## src/design/sgf_tok_pkg.sv

```systemverilog
// Shared types, codes and character constants of the SGF tokenizer.
`default_nettype none

package sgf_tok_pkg;

    typedef enum logic [3:0] {
        ST_START       = 4'd0,
        ST_GROUP       = 4'd1,
        ST_NODE        = 4'd2,
        ST_NAME        = 4'd3,
        ST_VALUE       = 4'd4,
        ST_ESCAPE      = 4'd5,
        ST_AFTER_VALUE = 4'd6,
        ST_BETWEEN     = 4'd7,
        ST_CLOSED      = 4'd8,
        ST_DONE        = 4'd9,
        ST_FAILED      = 4'd10
    } t_state;

    typedef enum logic [2:0] {
        EV_NODE_OPEN   = 3'd0,
        EV_NAME_CHAR   = 3'd1,
        EV_PROP_START  = 3'd2,
        EV_VALUE_CHAR  = 3'd3,
        EV_VALUE_END   = 3'd4,
        EV_NODE_CLOSE  = 3'd5,
        EV_DONE        = 3'd6,
        EV_ERROR       = 3'd7
    } t_event;

    localparam logic [7:0] CH_LPAREN    = 8'h28;
    localparam logic [7:0] CH_RPAREN    = 8'h29;
    localparam logic [7:0] CH_SEMICOLON = 8'h3B;
    localparam logic [7:0] CH_LBRACKET  = 8'h5B;
    localparam logic [7:0] CH_RBRACKET  = 8'h5D;
    localparam logic [7:0] CH_BACKSLASH = 8'h5C;
    localparam logic [7:0] CH_UPPER_A   = 8'h41;
    localparam logic [7:0] CH_UPPER_Z   = 8'h5A;
    localparam logic [7:0] CH_SPACE     = 8'h20;
    localparam logic [7:0] CH_DELETE    = 8'h7F;

    typedef struct packed {
        t_event     event_res;
        logic [7:0] char_out;
        logic       semicolon_follows;
    } t_result;

    typedef struct packed {
        t_result res0;
        t_result res1;
        logic    two;
    } t_item;

    typedef struct packed {
        logic   any;
        t_item  item;
        t_state nxt;
    } t_dec;

    typedef struct packed {
        logic   any;
        t_result res;
        t_state nxt;
    } t_between;

    function automatic t_result mk_res(t_event ev, logic [7:0] ch, logic semi);
        t_result r;
        r.event_res         = ev;
        r.char_out          = ch;
        r.semicolon_follows = semi;
        return r;
    endfunction

    function automatic logic is_ctrl(logic [7:0] c);
        return (c < CH_SPACE) || (c == CH_DELETE);
    endfunction

    function automatic logic is_upper(logic [7:0] c);
        return (c >= CH_UPPER_A) && (c <= CH_UPPER_Z);
    endfunction

endpackage

`default_nettype wire

```

## src/design/sgf_tok_decode.sv

```systemverilog
// Combinational next-state and event decoder for one input byte.
`default_nettype none

module sgf_tok_decode
    import sgf_tok_pkg::*;
(
    input  t_state     i_state,
    input  logic [7:0] i_char_code,
    input  logic       i_end_of_file,
    output t_dec       o_dec
);

    t_between btw;

    // Token that follows a value, possibly after skipped control bytes.
    always_comb begin
        btw.any = 1'b0;
        btw.res = mk_res(EV_ERROR, 8'h00, 1'b0);
        btw.nxt = ST_FAILED;
        if (is_ctrl(i_char_code)) begin
            btw.nxt = ST_BETWEEN;
        end else if (i_char_code == CH_RPAREN) begin
            btw.any = 1'b1;
            btw.res = mk_res(EV_NODE_CLOSE, 8'h00, 1'b0);
            btw.nxt = ST_CLOSED;
        end else if (i_char_code == CH_SEMICOLON) begin
            btw.nxt = ST_NODE;
        end else if (i_char_code == CH_LPAREN) begin
            btw.nxt = ST_GROUP;
        end else if (i_char_code == CH_LBRACKET) begin
            btw.any = 1'b1;
            btw.res = mk_res(EV_PROP_START, 8'h00, 1'b0);
            btw.nxt = ST_VALUE;
        end else if (is_upper(i_char_code)) begin
            btw.any = 1'b1;
            btw.res = mk_res(EV_NAME_CHAR, i_char_code, 1'b0);
            btw.nxt = ST_NAME;
        end else begin
            btw.any = 1'b1;
        end
    end

    always_comb begin
        t_result err;
        err = mk_res(EV_ERROR, 8'h00, 1'b0);
        o_dec.any       = 1'b0;
        o_dec.item.res0 = err;
        o_dec.item.res1 = err;
        o_dec.item.two  = 1'b0;
        o_dec.nxt       = i_state;
        if ((i_state == ST_DONE) || (i_state == ST_FAILED)) begin
            o_dec.nxt = i_state;
        end else if (i_end_of_file) begin
            o_dec.any = 1'b1;
            if (i_state == ST_CLOSED) begin
                o_dec.item.res0 = mk_res(EV_DONE, 8'h00, 1'b0);
                o_dec.nxt       = ST_DONE;
            end else begin
                o_dec.nxt = ST_FAILED;
                if (i_state == ST_AFTER_VALUE) begin
                    o_dec.item.res0 = mk_res(EV_VALUE_END, 8'h00, 1'b0);
                    o_dec.item.two  = 1'b1;
                end
            end
        end else begin
            unique case (i_state)
                ST_START: begin
                    if (i_char_code == CH_LPAREN) begin
                        o_dec.nxt = ST_GROUP;
                    end else begin
                        o_dec.any = 1'b1;
                        o_dec.nxt = ST_FAILED;
                    end
                end
                ST_GROUP: begin
                    o_dec.any = 1'b1;
                    if (i_char_code == CH_SEMICOLON) begin
                        o_dec.item.res0 = mk_res(EV_NODE_OPEN, 8'h00, 1'b0);
                        o_dec.nxt       = ST_NODE;
                    end else begin
                        o_dec.nxt = ST_FAILED;
                    end
                end
                ST_NODE: begin
                    if (is_ctrl(i_char_code)) begin
                        o_dec.nxt = ST_NODE;
                    end else if (i_char_code == CH_LPAREN) begin
                        o_dec.nxt = ST_GROUP;
                    end else if (i_char_code == CH_LBRACKET) begin
                        o_dec.any       = 1'b1;
                        o_dec.item.res0 = mk_res(EV_PROP_START, 8'h00, 1'b0);
                        o_dec.nxt       = ST_VALUE;
                    end else if (is_upper(i_char_code)) begin
                        o_dec.any       = 1'b1;
                        o_dec.item.res0 = mk_res(EV_NAME_CHAR, i_char_code, 1'b0);
                        o_dec.nxt       = ST_NAME;
                    end else begin
                        o_dec.any = 1'b1;
                        o_dec.nxt = ST_FAILED;
                    end
                end
                ST_NAME: begin
                    o_dec.any = 1'b1;
                    if (i_char_code == CH_LBRACKET) begin
                        o_dec.item.res0 = mk_res(EV_PROP_START, 8'h00, 1'b0);
                        o_dec.nxt       = ST_VALUE;
                    end else if (is_upper(i_char_code)) begin
                        o_dec.item.res0 = mk_res(EV_NAME_CHAR, i_char_code, 1'b0);
                        o_dec.nxt       = ST_NAME;
                    end else begin
                        o_dec.nxt = ST_FAILED;
                    end
                end
                ST_VALUE: begin
                    if (i_char_code == CH_RBRACKET) begin
                        o_dec.nxt = ST_AFTER_VALUE;
                    end else begin
                        o_dec.any       = 1'b1;
                        o_dec.item.res0 = mk_res(EV_VALUE_CHAR, i_char_code, 1'b0);
                        o_dec.nxt       = (i_char_code == CH_BACKSLASH) ? ST_ESCAPE
                                                                        : ST_VALUE;
                    end
                end
                ST_ESCAPE: begin
                    o_dec.any       = 1'b1;
                    o_dec.item.res0 = mk_res(EV_VALUE_CHAR, i_char_code, 1'b0);
                    o_dec.nxt       = ST_VALUE;
                end
                ST_AFTER_VALUE: begin
                    o_dec.any       = 1'b1;
                    o_dec.item.res0 = mk_res(EV_VALUE_END, 8'h00,
                                             i_char_code == CH_SEMICOLON);
                    o_dec.item.res1 = btw.res;
                    o_dec.item.two  = btw.any;
                    o_dec.nxt       = btw.nxt;
                end
                ST_BETWEEN: begin
                    o_dec.any       = btw.any;
                    o_dec.item.res0 = btw.res;
                    o_dec.nxt       = btw.nxt;
                end
                ST_CLOSED: begin
                    if (is_ctrl(i_char_code)) begin
                        o_dec.nxt = ST_CLOSED;
                    end else if (i_char_code == CH_RPAREN) begin
                        o_dec.any       = 1'b1;
                        o_dec.item.res0 = mk_res(EV_NODE_CLOSE, 8'h00, 1'b0);
                        o_dec.nxt       = ST_CLOSED;
                    end else if (i_char_code == CH_LPAREN) begin
                        o_dec.nxt = ST_GROUP;
                    end else begin
                        o_dec.any = 1'b1;
                        o_dec.nxt = ST_FAILED;
                    end
                end
                default: begin
                    o_dec.nxt = ST_FAILED;
                end
            endcase
        end
    end

endmodule

`default_nettype wire

```

## src/design/sgf_tok_queue.sv

```systemverilog
// Two-entry result queue that hands out the one or two results of each item.
`default_nettype none

module sgf_tok_queue
    import sgf_tok_pkg::*;
(
    input  logic       i_clk,
    input  logic       i_rst_n,
    input  logic       i_push,
    input  t_item      i_item,
    output logic       o_room,
    output logic       o_valid,
    input  logic       i_stall,
    output t_result    o_res,
    output logic       o_last
);

    t_item      r_items [2];
    logic       r_wr;
    logic       r_rd;
    logic [1:0] r_cnt;
    logic       r_sub;
    logic       n_pop;
    logic       n_beat;

    assign o_room  = (r_cnt != 2'd2);
    assign o_valid = (r_cnt != 2'd0);
    assign o_res   = r_sub ? r_items[r_rd].res1 : r_items[r_rd].res0;
    assign o_last  = (r_sub == r_items[r_rd].two);
    assign n_beat  = o_valid && !i_stall;
    assign n_pop   = n_beat && o_last;

    always_ff @(posedge i_clk) begin
        if (i_push) begin
            r_items[r_wr] <= i_item;
        end
    end

    always_ff @(posedge i_clk) begin
        if (!i_rst_n) begin
            r_wr  <= 1'b0;
            r_rd  <= 1'b0;
            r_cnt <= 2'd0;
            r_sub <= 1'b0;
        end else begin
            if (i_push) begin
                r_wr <= ~r_wr;
            end
            if (n_pop) begin
                r_rd <= ~r_rd;
            end
            if (n_beat) begin
                r_sub <= ~o_last;
            end
            r_cnt <= r_cnt + {1'b0, i_push} - {1'b0, n_pop};
        end
    end

endmodule

`default_nettype wire

```

## src/design/sgf_tokenizer_fsm.sv

```systemverilog
// Top level of the SGF tokenizer: input register, parse state and result queue.
//
//  Channel  Direction  Handshake          Beat contents
//  input    in         i_valid / o_stall  i_char_code, i_end_of_file
//  result   out        o_valid / i_stall  o_event_res, o_char_out,
//                                         o_semicolon_follows, o_last
//
// A byte is held in the input register on acceptance, decoded from there and pushed
// into the result queue once the queue has room; its result beats leave the queue.
// One byte per cycle is sustained while the queue has room; a byte with two results
// gives two output beats, and the input stalls while both queue entries are full.
// The two-entry result queue lets the input keep flowing while a result is stalled.
// Synchronous reset returns the parser to waiting for an opening parenthesis.
`default_nettype none

module sgf_tokenizer_fsm
    import sgf_tok_pkg::*;
(
    input  logic       i_clk,
    input  logic       i_rst_n,
    input  logic       i_valid,
    output logic       o_stall,
    input  logic [7:0] i_char_code,
    input  logic       i_end_of_file,
    output logic       o_valid,
    input  logic       i_stall,
    output logic [2:0] o_event_res,
    output logic [7:0] o_char_out,
    output logic       o_semicolon_follows,
    output logic       o_last
);

    logic       r_in_valid;
    logic [7:0] r_char;
    logic       r_eof;
    t_state     r_state;
    t_state     n_state;
    t_dec       dec;
    logic       q_room;
    logic       n_proc;
    logic       n_accept;
    t_result    q_res;

    sgf_tok_decode u_decode (
        .i_state       (r_state),
        .i_char_code   (r_char),
        .i_end_of_file (r_eof),
        .o_dec         (dec)
    );

    sgf_tok_queue u_queue (
        .i_clk   (i_clk),
        .i_rst_n (i_rst_n),
        .i_push  (n_proc && dec.any),
        .i_item  (dec.item),
        .o_room  (q_room),
        .o_valid (o_valid),
        .i_stall (i_stall),
        .o_res   (q_res),
        .o_last  (o_last)
    );

    assign n_proc   = r_in_valid && q_room;
    assign o_stall  = r_in_valid && !q_room;
    assign n_accept = i_valid && !o_stall;

    assign o_event_res         = q_res.event_res;
    assign o_char_out          = q_res.char_out;
    assign o_semicolon_follows = q_res.semicolon_follows;

    always_ff @(posedge i_clk) begin
        if (n_accept) begin
            r_char <= i_char_code;
            r_eof  <= i_end_of_file;
        end
    end

    always_ff @(posedge i_clk) begin
        if (!i_rst_n) begin
            r_in_valid <= 1'b0;
            r_state    <= ST_START;
        end else begin
            r_state <= n_state;
            if (n_accept) begin
                r_in_valid <= 1'b1;
            end else if (n_proc) begin
                r_in_valid <= 1'b0;
            end
        end
    end

    always_comb begin
        n_state = r_state;
        if (n_proc) begin
            n_state = dec.nxt;
        end
    end

endmodule

`default_nettype wire

```

## config.mk

```make
export PLATFORM = sky130hd
export DESIGN_NAME = sgf_tokenizer_fsm
export DESIGN_NICKNAME = d
export VERILOG_FILES = /design/src/design/sgf_tok_pkg.sv /design/src/design/sgf_tok_decode.sv /design/src/design/sgf_tok_queue.sv /design/src/design/sgf_tokenizer_fsm.sv
export SDC_FILE = /design/constraint.sdc
export NUM_CORES = 1
export LEC_CHECK = 0
export BUFFER_PORTS_ARGS = -buffer_cell sky130_fd_sc_hd__buf_2
export CAP_MARGIN = 25
export CORE_MARGIN = 2
export CORE_UTILIZATION = 64
export DETAILED_ROUTE_END_ITERATION = 6
export HOLD_SLACK_MARGIN = 0.06
export PLACE_DENSITY = 0.84
export SLEW_MARGIN = 20
export SYNTH_ARGS = -nofsm -noshare
export SYNTH_HDL_FRONTEND = slang
export SYNTH_SLANG_ARGS = --single-unit
```

## constraint.sdc

```tcl
create_clock -name i_clk -period 9.4 [get_ports i_clk]
set_input_delay 0.94 -clock i_clk [delete_from_list [all_inputs] [get_ports i_clk]]
set_output_delay 0.94 -clock i_clk [all_outputs]
set_load 0.03 [all_outputs]
```

=== Word level (Yosys, flattened, before mapping) ===
Memory sizes are Yosys's and may differ from the RTL's. A register that Yosys moved wholly into a read port is not among the register bits.
Cells that the tools add are included.

* Bits in registers: 19
* Bits in latches: 0
* RAM bits: 50
* Memory bits (read-only): 0
* Bits of input ports: 13
* Output and inout bits: 15
* Word-level logic and storage cells: 109
* Memories kept: 1

* Add/subtract/negate cells: 2
* Multiply operators: 0
* Divide/modulo/power cells: 0
* $lt $le $gt $ge: 3
* Eq/ne operators: 19
* Shifts and indexed selects: 0
* Multiplexer cells: 54
* Bitwise gates (word level): 4
* Reductions and logical operators: 18

{| class="wikitable"
|+ Memories
! name !! depth !! bits a word !! rd ports !! clocked after Yosys merged registers in !! write ports !! RTL line !! text
|-
| u_queue.r_items || 2 || 25 || 1 || 1 || 1 || sgf_tok_queue.sv:18 || <nowiki>t_item r_items [2];</nowiki>
|}

{| class="wikitable"
|+ Operator list
! cell !! count
|-
| $mux 13 || 9
|-
| $pmux 12 s8 || 1
|-
| $mux 17 || 5
|-
| $mux 12 || 6
|-
| $mux 4 || 12
|-
| $mux 11 || 3
|-
| $eq 8x7->1 const B || 4
|-
| $mux 16 || 2
|-
| $pmux 4 s8 || 1
|-
| $mux 26 || 1
|-
| $eq 8x6->1 const B || 3
|-
| $eq 4x3->1 const B || 4
|-
| $eq 4x4->1 const B || 3
|-
| $mux 1 || 11
|-
| $eq 4x2->1 const B || 2
|-
| $ge 8x7->1 const B || 1
|-
| $le 8x7->1 const B || 1
|-
| $lt 8x6->1 const B || 1
|-
| $logic_and 1x1->1 || 7
|-
| $pmux 1 s6 || 1
|-
| $mux 5 || 1
|-
| $eq 4x1->1 const B || 1
|-
| $logic_not 4->1 || 1
|-
| $not 1->1 || 4
|-
| other kinds (11) || 15
|}

=== Depth between registers and ports, before layout ===
Gate-level depths: netlist of the first run.

* Depth in word-level cells: 18
* Gate-level depth with buffers: 13
* Mapped depth without buffers: 11

=== Modules after synthesis ===
A second synthesis of the first run with hierarchy kept.

* Cells, all modules: 292
* Area total of the unflattened synthesis: 3604.7 um^2

{| class="wikitable"
|+ Modules (own cells, without submodules)
! module !! times used !! cells an instance !! area an instance (um^2) !! sequential area each (um^2)
|-
| sgf_tok_queue || 1 || 96 || 2097.0 || 1621.6
|-
| sgf_tok_decode || 1 || 164 || 1013.5 || 0.0
|-
| sgf_tokenizer_fsm || 1 || 32 || 494.2 || 370.4
|}

=== Worst setup path before layout of the first run ===
No wires, ideal clock.

* Path kind: register -> register
* Start: register r_state[1]
* End: memory u_queue.r_items[1][0] (netlist bit) (enable)
* Data arrival time: 3214 ps
* Data required time: 8960 ps
* Path slack: 5746 ps
* Stages on the path, launching flop included: 7
* Period minus slack after synthesis: 3654 ps
* Path through: dfxtp_1 > clkbuf_1 > nor2b_1 > nand3_1 > o221ai_1 > a211oi_1 > nor3b_1

* Word-level cells in the longest chain between the ends: 8

{| class="wikitable"
|+ Ends and longest elaborated chain
! what !! RTL line !! text
|-
| start, declared || sgf_tokenizer_fsm.sv:36 || <nowiki>t_state r_state;</nowiki>
|-
| start signal, assigned || sgf_tokenizer_fsm.sv:83 || <nowiki>r_state <= n_state;</nowiki>
|-
| $eq 4x1->1 (tied with other cells) || sgf_tok_decode.sv:66 || <nowiki>unique case (i_state)</nowiki>
|-
| $reduce_or 4->1 (no source line) || n/a ||
|-
| $pmux 1 s6 || sgf_tok_decode.sv:66 ||
|-
| $mux 13 || sgf_tok_decode.sv:53 || <nowiki>end else if (i_end_of_file) begin</nowiki>
|-
| $mux 26 (*) || sgf_tok_decode.sv:51 || <nowiki>if ((i_state == ST_DONE) || (i_state == ST_FAILED)) begin</nowiki>
|-
| $logic_and 1x1->1 (*) || sgf_tokenizer_fsm.sv:54 || <nowiki>.i_push (n_proc && dec.any),</nowiki>
|-
| $mux 1 (*) || sgf_tok_queue.sv:34 || <nowiki>if (i_push) begin</nowiki>
|-
| $mux 1 (not written as such) (*) || sgf_tok_queue.sv:35 || <nowiki>r_items[r_wr] <= i_item;</nowiki>
|-
| end, declared || sgf_tok_queue.sv:18 ||
|}

Mark *: on every way between the ends. The rest lies on a longest branch, timed or not.

=== Worst setup path in the final report of the first run ===
* Start: register r_char[1]
* End: register u_queue.r_cnt[1]

* Word-level cells in the longest chain between the ends: 11

{| class="wikitable"
|+ Ends and longest elaborated chain
! what !! RTL line !! text
|-
| start, declared || sgf_tokenizer_fsm.sv:34 || <nowiki>logic [7:0] r_char;</nowiki>
|-
| start signal, assigned || sgf_tokenizer_fsm.sv:73 || <nowiki>r_char <= i_char_code;</nowiki>
|-
| $eq 8x6->1 || n/a ||
|-
| $mux 13 || sgf_tok_decode.sv:28 || <nowiki>end else if (i_char_code == CH_LPAREN) begin</nowiki>
|-
| $mux 13 || sgf_tok_decode.sv:26 || <nowiki>end else if (i_char_code == CH_SEMICOLON) begin</nowiki>
|-
| $mux 17 || sgf_tok_decode.sv:22 || <nowiki>end else if (i_char_code == CH_RPAREN) begin</nowiki>
|-
| $mux 13 || sgf_tok_decode.sv:20 || <nowiki>if (is_ctrl(i_char_code)) begin</nowiki>
|-
| $pmux 1 s6 (*) || sgf_tok_decode.sv:66 ||
|-
| $mux 13 (*) || sgf_tok_decode.sv:53 ||
|-
| $mux 26 (*) || sgf_tok_decode.sv:51 ||
|-
| $logic_and 1x1->1 (*) || sgf_tokenizer_fsm.sv:54 ||
|-
| $add 2x1->2 (*) || sgf_tok_queue.sv:55 || <nowiki>r_cnt <= r_cnt + {1'b0, i_push} - {1'b0, n_pop};</nowiki>
|-
| $sub 2x1->2 (*) || sgf_tok_queue.sv:55 ||
|-
| end signal, assigned || sgf_tok_queue.sv:55 ||
|-
| end, declared || sgf_tok_queue.sv:21 || <nowiki>logic [1:0] r_cnt;</nowiki>
|}

Marks and branches as above.
A chain may end at the register's enable or synchronous reset.

==> impl_metrics.prom, run 1 <==
# TYPE chip_impl_metric gauge
chip_impl_metric{name="final.setup.worst_slack",unit="ns"} 6.288
chip_impl_metric{name="tritoncts.num_buffers",unit=""} 9
chip_impl_metric{name="critPathMaxFanout",unit=""} 9
chip_impl_info{name="cp-end-kind",value="flip-flop"} 1
chip_impl_metric{name="worst-endpoint-arrival",unit="ns"} 3.36
chip_impl_metric{name="finish.net_count",unit=""} 323
chip_impl_metric{name="clk_pin_slew_worst_paths",unit="ns"} 0.08
chip_impl_metric{name="net-switching-power",unit="W"} 0.0003014
chip_impl_info{name="rr_endpoint",value="u_queue.r_cnt[1]"} 1
chip_impl_metric{name="routed-via-count",unit=""} 2469
chip_impl_metric{name="clock_power_share",unit=""} 0.238
chip_impl_metric{name="synth.yosys.seq_area_share",unit=""} 0.5615
chip_impl_info{name="outcome",value="complete, no violations"} 1
chip_impl_metric{name="cts-htree-levels",unit=""} 3
chip_impl_metric{name="timing.final.max_slew_violations",unit=""} 0
chip_impl_metric{name="hpwlAfterDp",unit="um"} 5059
chip_impl_metric{name="postLayoutCoreUtil",unit=""} 0.7359
chip_impl_metric{name="maximum_number_of_pins_on_one_net_before_global_route_repair",unit=""} 25
chip_impl_metric{name="synth.distinct_cells",unit=""} 61
chip_impl_metric{name="routed_wl",unit="um"} 7142
chip_impl_metric{name="core_area",unit="mm^2"} 0.005140
chip_impl_metric{name="final.min_clock_period",unit="ns"} 3.112
chip_impl_metric{name="drt-vias-per-instance",unit=""} 6.446
chip_impl_metric{name="max-vdd-ir-drop",unit="mV"} 0.1638
chip_impl_info{name="synth_largest_area_cell",value="sky130_fd_sc_hd__edfxtp_1"} 1
chip_impl_metric{name="synth_seq_cells",unit=""} 68
chip_impl_metric{name="swShare",unit=""} 0.3508
chip_impl_info{name="timing.hold.worst.class",value="reg -> reg"} 1
chip_impl_metric{name="slew_headroom",unit=""} 0.4053
chip_impl_metric{name="avgRoutedWirePerCell",unit="um"} 18.65
chip_impl_metric{name="synth_area_per_cell",unit="um^2"} 12.16
chip_impl_metric{name="yosysTopAreaCellShare",unit=""} 0.4975
chip_impl_metric{name="clock.fmax",unit="MHz"} 321.3
chip_impl_info{name="synth-main-ff-cell",value="sky130_fd_sc_hd__edfxtp_1"} 1
chip_impl_metric{name="drcViolationCount",unit=""} 0
chip_impl_metric{name="worstPathRequired",unit="ns"} 9.65
chip_impl_metric{name="reg2reg_setup_slack",unit="ns"} 6.29
chip_impl_metric{name="io_pins",unit=""} 28
chip_impl_metric{name="post_cts_buffers",unit=""} 0
chip_impl_metric{name="total_power",unit="W"} 0.0008594
chip_impl_metric{name="cellPowerDensity",unit="mW/mm^2"} 227.2
chip_impl_info{name="regToRegStartpoint",value="r_char[1]"} 1
chip_impl_metric{name="ys_warn_count",unit=""} 0
chip_impl_metric{name="synthesis.area",unit="mm^2"} 0.003441
chip_impl_metric{name="floorplan.initialDensity",unit=""} 0.6694
chip_impl_info{name="setup.worst_path.class",value="reg -> reg"} 1
chip_impl_metric{name="period_share",unit=""} 0.3311
chip_impl_metric{name="drt_pass1_iterations",unit=""} 4
chip_impl_metric{name="syn_inst",unit=""} 283
chip_impl_metric{name="cap_viol_max_count",unit=""} 0
chip_impl_metric{name="r2r_cells",unit=""} 11
chip_impl_metric{name="synth-async-reset-ratio",unit=""} 0
chip_impl_metric{name="fp.dieArea",unit="mm^2"} 0.005978
chip_impl_metric{name="power_leakage",unit="nW"} 1.300
chip_impl_metric{name="gpl.final_weighted_congestion",unit=""} 1.037
chip_impl_metric{name="antennaDiodeCount",unit=""} 0
chip_impl_info{name="grt_setup_unrepaired",value="false"} 1
chip_impl_info{name="yosys-top-cells-area",value="sky130_fd_sc_hd__edfxtp_1, sky130_fd_sc_hd__mux4_2, sky130_fd_sc_hd__dfxtp_1, sky130_fd_sc_hd__nor3_1, sky130_fd_sc_hd__and2_1"} 1
chip_impl_metric{name="dp_slack",unit="ns"} 6.338
chip_impl_metric{name="number_of_violations_reported_at_the_end_of_detailed_routing_iteration_0",unit=""} 262
chip_impl_metric{name="drive_above_1_share",unit=""} 0.2173
chip_impl_metric{name="rows",unit=""} 26
chip_impl_metric{name="tightestPinTransition",unit="ns"} 0.8909
chip_impl_metric{name="holdBufCountCts",unit=""} 0
chip_impl_metric{name="synth_enable_flop_cells",unit=""} 57
chip_impl_metric{name="max-clock-path-buffers",unit=""} 2
chip_impl_metric{name="antenna_found_initial",unit=""} 0
chip_impl_metric{name="clk-insertion-delay-late",unit="ns"} 0.35
chip_impl_info{name="cts_tree",value="built"} 1
chip_impl_metric{name="power.share.combinational",unit=""} 0.280
chip_impl_metric{name="die_height",unit="um"} 77.32
chip_impl_metric{name="dieWidth",unit="um"} 77.32
chip_impl_metric{name="fin_hold_ws",unit="ns"} 0.5784
chip_impl_metric{name="area.growth.synth_to_final",unit="%"} 9.927
chip_impl_metric{name="grt.total_usage",unit=""} 0.2551
chip_impl_metric{name="grt_pass1_vias",unit=""} 2220
chip_impl_info{name="cts_root_buf",value="sky130_fd_sc_hd__clkbuf_8"} 1
chip_impl_metric{name="setup_viol",unit=""} 0
chip_impl_metric{name="share_seq_of_total_power",unit=""} 0.482
chip_impl_metric{name="overflow",unit=""} 0
chip_impl_info{name="timing.critical_path.from_type",value="flip-flop"} 1
chip_impl_metric{name="place.port_buffers",unit=""} 27
chip_impl_info{name="worstSetupEndpoint",value="u_queue.r_cnt[1]"} 1
chip_impl_metric{name="clock_sinks",unit=""} 68
chip_impl_metric{name="finalSetupTns",unit="ns"} 0
chip_impl_metric{name="grt_first_pass_wirelength",unit="um"} 11390
chip_impl_info{name="crit_path_start",value="r_char[1]"} 1
chip_impl_metric{name="finalHoldViolations",unit=""} 0
chip_impl_metric{name="worst_clock_skew",unit="ns"} 0.009437
chip_impl_metric{name="cts-resized-gates",unit=""} 0
chip_impl_metric{name="cell_internal_power",unit="W"} 0.0005579
chip_impl_metric{name="ant_nets",unit=""} 0
[per-stage QoR]
stage | cell area (um^2) | cells
6_report | 3782 | 383
5_1_grt | 3782 | 383
4_1_cts | 3782 | 383
3_5_place_dp | 3615 | 367
3_3_place_gp | 3615 | 367
2_1_floorplan | 3452 | 286
[state kept, by name (all words and copies together) (netlist names), named ones only]
register         count
u_queue.r_sub        1
u_queue.r_cnt        2
u_queue.r_items     48
u_queue.r_wr         1
r_state              4
r_char               8
r_in_valid           1
u_queue.r_rd         1
r_eof                1
[kinds of logic (layout without fill, tap and decap cells)]
family                   count (synthesis)  in the layout  synth area share
AO/OA/AOI/OAI                           52             52            0.1109
XOR/XNOR                                 9              9           0.02291
adder cells (fa/ha/maj)                  2              2          0.007272
buffers and inverters                   28             55           0.03564
flip-flops                              68             68            0.5615
multiplexers                            13             13           0.07782
other                                    1              4          0.001090
AND/OR/NAND/NOR                        110            110            0.1829
[cells in the mapped netlist, types with 8 or more instances]
| cell | number |
|---|---|
| sky130_fd_sc_hd__clkbuf_1 | 9 |
| sky130_fd_sc_hd__nor3_1 | 14 |
| sky130_fd_sc_hd__mux4_2 | 11 |
| sky130_fd_sc_hd__nor2_1 | 16 |
| sky130_fd_sc_hd__edfxtp_1 | 57 |
| sky130_fd_sc_hd__dfxtp_1 | 11 |
| sky130_fd_sc_hd__buf_2 | 8 |
| sky130_fd_sc_hd__nand2_1 | 17 |
| sky130_fd_sc_hd__a21oi_1 | 9 |
| sky130_fd_sc_hd__inv_1 | 10 |
| sky130_fd_sc_hd__and2_1 | 11 |
[metal layers]
layer | share of wire | GRT usage | vias to the layer above
met5 | 0 | 0 | -
met4 | 0.023 | 0.1214 | 0
met3 | 0.080 | 0.06000 | 13
met2 | 0.48 | 0.3974 | 148
met1 | 0.42 | 0.3407 | 1178
li1 | - | - | 1130
[critical path: stages, from the launching register on]
cell	delay, ns
sky130_fd_sc_hd__edfxtp_1	0.51
sky130_fd_sc_hd__or4_1	0.71
sky130_fd_sc_hd__o21ai_1	0.18
sky130_fd_sc_hd__o211ai_1	0.16
sky130_fd_sc_hd__a211oi_1	0.47
sky130_fd_sc_hd__or2_1	0.17
sky130_fd_sc_hd__ha_1	0.22
sky130_fd_sc_hd__inv_1	0.06
sky130_fd_sc_hd__ha_1	0.15
sky130_fd_sc_hd__xnor2_1	0.13
sky130_fd_sc_hd__xnor2_1	0.08
sky130_fd_sc_hd__and2_1	0.16
[cell type report]
type / count / area [um^2]
clock inverters: 7 / 43.79
flip-flops and latches: 68 / 1932
repair buffers: 29 / 150.1
clock buffers: 9 / 123.9
well taps: 70 / 87.58
multi-input cells: 190 / 1408
fillers: 369 / 1358
inverters: 10 / 37.54
[worst min-delay path by stage]
stage | cells after the start | slack, ns | from | to
5_1_grt | 2 | 0.62 | u_queue.r_rd | u_queue.r_rd
3_3_place_gp | 3 | 0.56 | r_in_valid | r_state[2]
3_5_place_dp | 3 | 0.56 | r_in_valid | r_state[2]
2_1_floorplan | 3 | 0.52 | r_in_valid | r_state[2]
4_1_cts | 3 | 0.58 | r_in_valid | r_state[2]
6_report | 3 | 0.58 | r_in_valid | r_state[2]
[cell usage in the layout (no fill, tap or decap), drive strengths merged, types with 2 or more instances in the layout]
master	instances
and4b	2
clkinvlp	2
nor4	3
o221ai	3
a211oi	4
o21ai	9
edfxtp	57
nand4	4
nand2b	5
xnor2	4
inv	10
or2	3
dfxtp	11
o21a	2
conb	4
nand3	7
mux4	11
a22oi	2
a31oi	4
a21o	2
o211ai	5
mux2i	2
nor4b	2
clkbuf	9
ha	2
clkinv	5
o311ai	2
nor3	16
and2	12
nor2b	3
xor2	5
or4	2
or3b	2
a21oi	10
nor3b	4
nor2	16
and3	6
buf	29
nand2	17
or3	3
[power groups by stage]
stage	Combinational [W]	Clock (W)	Sequential (W)
detailed placement	0.000240	0	0.000420
finish	0.000241	0.000204	0.000414
global placement	0.000235	0	0.000416
floorplan	0.000210	0	0.000387
CTS	0.000241	0.000209	0.000413
global route	0.000260	0.000220	0.000420
Power figures use the tool's default switching activity.
==> run 2, diff against run 1 <==
--- a/config.mk
+++ b/config.mk
@@ -8,10 +8,10 @@
 export BUFFER_PORTS_ARGS = -buffer_cell sky130_fd_sc_hd__buf_2
 export CAP_MARGIN = 25
 export CORE_MARGIN = 2
-export CORE_UTILIZATION = 64
+export CORE_UTILIZATION = 54
 export DETAILED_ROUTE_END_ITERATION = 6
 export HOLD_SLACK_MARGIN = 0.06
-export PLACE_DENSITY = 0.84
+export PLACE_DENSITY = 0.76
 export SLEW_MARGIN = 20
 export SYNTH_ARGS = -nofsm -noshare
 export SYNTH_HDL_FRONTEND = slang
==> constraint.sdc (replaced) <==
create_clock -name i_clk -period 2.6 [get_ports i_clk]
set_input_delay 0.26 -clock i_clk [delete_from_list [all_inputs] [get_ports i_clk]]
set_output_delay 0.26 -clock i_clk [all_outputs]
set_load 0.03 [all_outputs]
==> run 2 against run 1 <==
Net effect: via count is 7.8% higher; count of clock-buffer cells in the layout is the same; final area rose by 14%; final cell count up 15%; die area grew 18%; largest cell class unchanged; utilization fell by 4.7 points; worst hold slack lost 0.50 ns; worst setup slack got worse by 6.3 ns; critical path depth increased by 2; clock power grew to 4.8 times the previous value; the flow now finishes with violations (design-rule violations, negative setup slack); first-iteration DRC count fell by 28%; sequential cell count did not move.
==> impl_metrics.prom, run 2 (synthesis results as in run 1) <==
# TYPE chip_impl_metric gauge
chip_impl_metric{name="setup_viol",unit=""} 1
chip_impl_metric{name="number_of_violations_reported_at_the_end_of_detailed_routing_iteration_0",unit=""} 189
chip_impl_metric{name="critPathMaxFanout",unit=""} 4
chip_impl_info{name="largest_registers",value="u_queue.r_items: 48 flops, r_char: 8 flops, r_state: 4 flops"} 1
chip_impl_metric{name="routed_wl",unit="um"} 7876
chip_impl_metric{name="dieWidth",unit="um"} 83.83
chip_impl_metric{name="io_pins",unit=""} 28
chip_impl_metric{name="clk-insertion-delay-late",unit="ns"} 0.35
chip_impl_metric{name="grt_first_pass_wirelength",unit="um"} 12790
chip_impl_metric{name="place.detailed.instances",unit=""} 420
chip_impl_metric{name="finish.net_count",unit=""} 374
chip_impl_metric{name="antenna_found_initial",unit=""} 0
chip_impl_metric{name="grt_pass1_vias",unit=""} 2557
chip_impl_metric{name="floorplan.initialDensity",unit=""} 0.5513
chip_impl_metric{name="clk_pin_slew_worst_paths",unit="ns"} 0.08
chip_impl_metric{name="cap_viol_max_count",unit=""} 0
chip_impl_metric{name="finish.instance_area",unit="mm^2"} 0.004298
chip_impl_metric{name="power_leakage",unit="nW"} 1.591
chip_impl_metric{name="cts-htree-levels",unit=""} 3
chip_impl_metric{name="maximum_number_of_pins_on_one_net_before_global_route_repair",unit=""} 25
chip_impl_info{name="violated_checks",value="design-rule violations, negative setup slack"} 1
chip_impl_metric{name="worstPathBufferInverterCount",unit=""} 3
chip_impl_metric{name="worst-endpoint-arrival",unit="ns"} 2.88
chip_impl_info{name="rr_endpoint",value="u_queue.r_cnt[1]"} 1
chip_impl_info{name="cts_root_buf",value="sky130_fd_sc_hd__clkbuf_8"} 1
chip_impl_metric{name="reg2reg_setup_slack",unit="ns"} -0.03
chip_impl_info{name="cp-end-kind",value="flip-flop"} 1
chip_impl_metric{name="max-vdd-ir-drop",unit="mV"} 0.5541
chip_impl_metric{name="clock.fmax",unit="MHz"} 379.6
chip_impl_info{name="setup.worst_path.class",value="reg -> reg"} 1
chip_impl_info{name="layout_common_cells",value="sky130_fd_sc_hd__edfxtp_1, sky130_fd_sc_hd__buf_4, sky130_fd_sc_hd__buf_2, sky130_fd_sc_hd__nand2_1, sky130_fd_sc_hd__nor2_1"} 1
chip_impl_info{name="timing.critical_path.from_type",value="flip-flop"} 1
chip_impl_metric{name="rows",unit=""} 29
chip_impl_metric{name="final.setup.worst_slack",unit="ns"} -0.03443
chip_impl_metric{name="timing.final.max_slew_violations",unit=""} 0
chip_impl_metric{name="ant_nets",unit=""} 0
chip_impl_info{name="worst_path_max_delay_cell",value="sky130_fd_sc_hd__or4_4"} 1
chip_impl_metric{name="final.min_clock_period",unit="ns"} 2.634
chip_impl_metric{name="drt_pass1_iterations",unit=""} 7
chip_impl_metric{name="die_height",unit="um"} 83.83
chip_impl_info{name="timing.hold.worst.class",value="in -> reg"} 1
chip_impl_info{name="worstPathCellList",value="buf_4 -> or4_4 -> o21ai_2 -> o211ai_1 -> a211oi_2 -> buf_4 -> or2_1 -> ha_1 -> inv_1 -> ha_1 -> xnor2_1 -> xnor2_1 -> and2_1"} 1
chip_impl_metric{name="standard_cell_area_after_detailed_placement",unit="mm^2"} 0.003995
chip_impl_metric{name="core_area",unit="mm^2"} 0.006241
chip_impl_metric{name="largest_register_ffs",unit=""} 48
chip_impl_metric{name="clock_sinks",unit=""} 68
chip_impl_info{name="endpoint_of_the_worst_hold_timing_path",value="r_char[5]"} 1
chip_impl_metric{name="drt-vias-per-instance",unit=""} 6.034
chip_impl_metric{name="period_share",unit=""} 1.013
chip_impl_info{name="outcome",value="finished, violations left"} 1
chip_impl_metric{name="finalHoldViolations",unit=""} 0
chip_impl_metric{name="place.port_buffers",unit=""} 27
chip_impl_metric{name="tightestPinTransition",unit="ns"} 0.7464
chip_impl_metric{name="avgRoutedWirePerCell",unit="um"} 17.86
chip_impl_metric{name="finalSetupTns",unit="ns"} -0.03443
chip_impl_info{name="regToRegStartpoint",value="r_char[1]"} 1
chip_impl_metric{name="drive_above_1_share",unit=""} 0.3434
chip_impl_info{name="min_from",value="i_char_code[5]"} 1
chip_impl_metric{name="grt.total_usage",unit=""} 0.2380
chip_impl_metric{name="max-clock-path-buffers",unit=""} 2
chip_impl_info{name="cts_tree",value="built"} 1
chip_impl_info{name="max_flop_register",value="u_queue.r_items"} 1
chip_impl_metric{name="overflow",unit=""} 0
chip_impl_metric{name="hpwlAfterDp",unit="um"} 5652
chip_impl_metric{name="r2r_cells",unit=""} 13
chip_impl_metric{name="worstPathRequired",unit="ns"} 2.85
chip_impl_metric{name="cellPowerDensity",unit="mW/mm^2"} 818.6
chip_impl_metric{name="hold_depth",unit=""} 1
chip_impl_metric{name="drcViolationCount",unit=""} 11
chip_impl_info{name="timing.critical_path.max_delay_family",value="simple AND/OR/NAND/NOR gates"} 1
chip_impl_info{name="mostFrequentLayoutCell",value="sky130_fd_sc_hd__edfxtp_1"} 1
chip_impl_info{name="grt_setup_unrepaired",value="true"} 1
chip_impl_metric{name="dp_slack",unit="ns"} -0.06551
chip_impl_metric{name="holdBufCountCts",unit=""} 0
chip_impl_metric{name="final_cell_count_no_fill",unit=""} 441
chip_impl_metric{name="crit_path_max_incr_delay",unit="ns"} 0.47
chip_impl_metric{name="worst_clock_skew",unit="ns"} 0.01113
chip_impl_metric{name="antennaDiodeCount",unit=""} 0
chip_impl_metric{name="routed-via-count",unit=""} 2661
chip_impl_metric{name="tritoncts.num_buffers",unit=""} 9
chip_impl_metric{name="area.growth.synth_to_final",unit="%"} 24.91
chip_impl_metric{name="slew_headroom",unit=""} 0.5014
chip_impl_metric{name="fp.dieArea",unit="mm^2"} 0.007027
chip_impl_metric{name="gpl.final_weighted_congestion",unit=""} 0.9600
[run 2: cell count changes in the layout (fill, tap and decap cells not counted), sizes merged]
cell	delta
inv	+1
clkinv	-2
bufinv	+2
buf	+51
clkinvlp	-1
[run 2: worst register-to-register path, cell delays in order, from the launching register on]
cell and delay [ns]:
sky130_fd_sc_hd__edfxtp_1 0.41, sky130_fd_sc_hd__buf_4 0.15, sky130_fd_sc_hd__or4_4 0.47, sky130_fd_sc_hd__o21ai_2 0.14, sky130_fd_sc_hd__o211ai_1 0.13, sky130_fd_sc_hd__a211oi_2 0.22
sky130_fd_sc_hd__buf_4 0.15, sky130_fd_sc_hd__or2_1 0.09, sky130_fd_sc_hd__ha_1 0.21, sky130_fd_sc_hd__inv_1 0.06, sky130_fd_sc_hd__ha_1 0.15, sky130_fd_sc_hd__xnor2_1 0.13
sky130_fd_sc_hd__xnor2_1 0.09, sky130_fd_sc_hd__and2_1 0.15
[run 2: repair_timing]
item | 4_1_cts | 5_1_grt
setup endpoints to repair | 1 | 19
endpoints found under the hold margin | 0 | 0
pin swaps | 1 | 6
setup buffers | 2 | 3
resized for setup | 2 | 7
[run 2: worst max path at each step]
stage,start,to,cells past startpoint
2_1_floorplan,r_state[1],u_queue.r_items[1][0],6
3_3_place_gp,r_state[0],u_queue.r_items[0][9],6
3_5_place_dp,r_char[7],u_queue.r_cnt[1],12
4_1_cts,r_state[0],u_queue.r_cnt[1],12
5_1_grt,r_char[1],u_queue.r_cnt[1],13
6_report,r_char[1],u_queue.r_cnt[1],13
[run 2: layer usage]
| layer | track usage | vias to the layer above | wire length, um |
|---|---|---|---|
| met5 | 0 | - | 0 |
| met4 | 0.1202 | 0 | 248 |
| met3 | 0.04451 | 31 | 510 |
| met2 | 0.3731 | 135 | 3789 |
| met1 | 0.3195 | 1261 | 3327 |
| li1 | - | 1234 | - |
[run 2: layout make-up]
cell class,count,area [um^2]
clock buffer,9,123.9
clock inverter,7,98.84
fill,469,1943
inverter,10,37.54
multi-input combinational,190,1449
sequential,68,1932
tap,77,96.34
timing repair buffer,80,560.5
[run 2: through the flow]
step / hold WS (ns) / util / power [W]
2_1_floorplan: 0.3589 / - / 0.002160
3_3_place_gp: 0.4365 / 0.6377 / 0.002483
3_5_place_dp: 0.4381 / 0.6401 / 0.002522
4_1_cts: 0.06947 / 0.6792 / 0.003494
5_1_grt: 0.06941 / 0.6887 / 0.003668
6_report: 0.07788 / 0.6887 / 0.003518
[run 2: report_power, final]
group | internal, W | total, W | switching (W)
registers | 0.00133 | 0.00141 | 0.0000811
clock network | 0.000544 | 0.000971 | 0.000426
logic | 0.000481 | 0.00114 | 0.000657
total | 0.00235 | 0.00352 | 0.00116
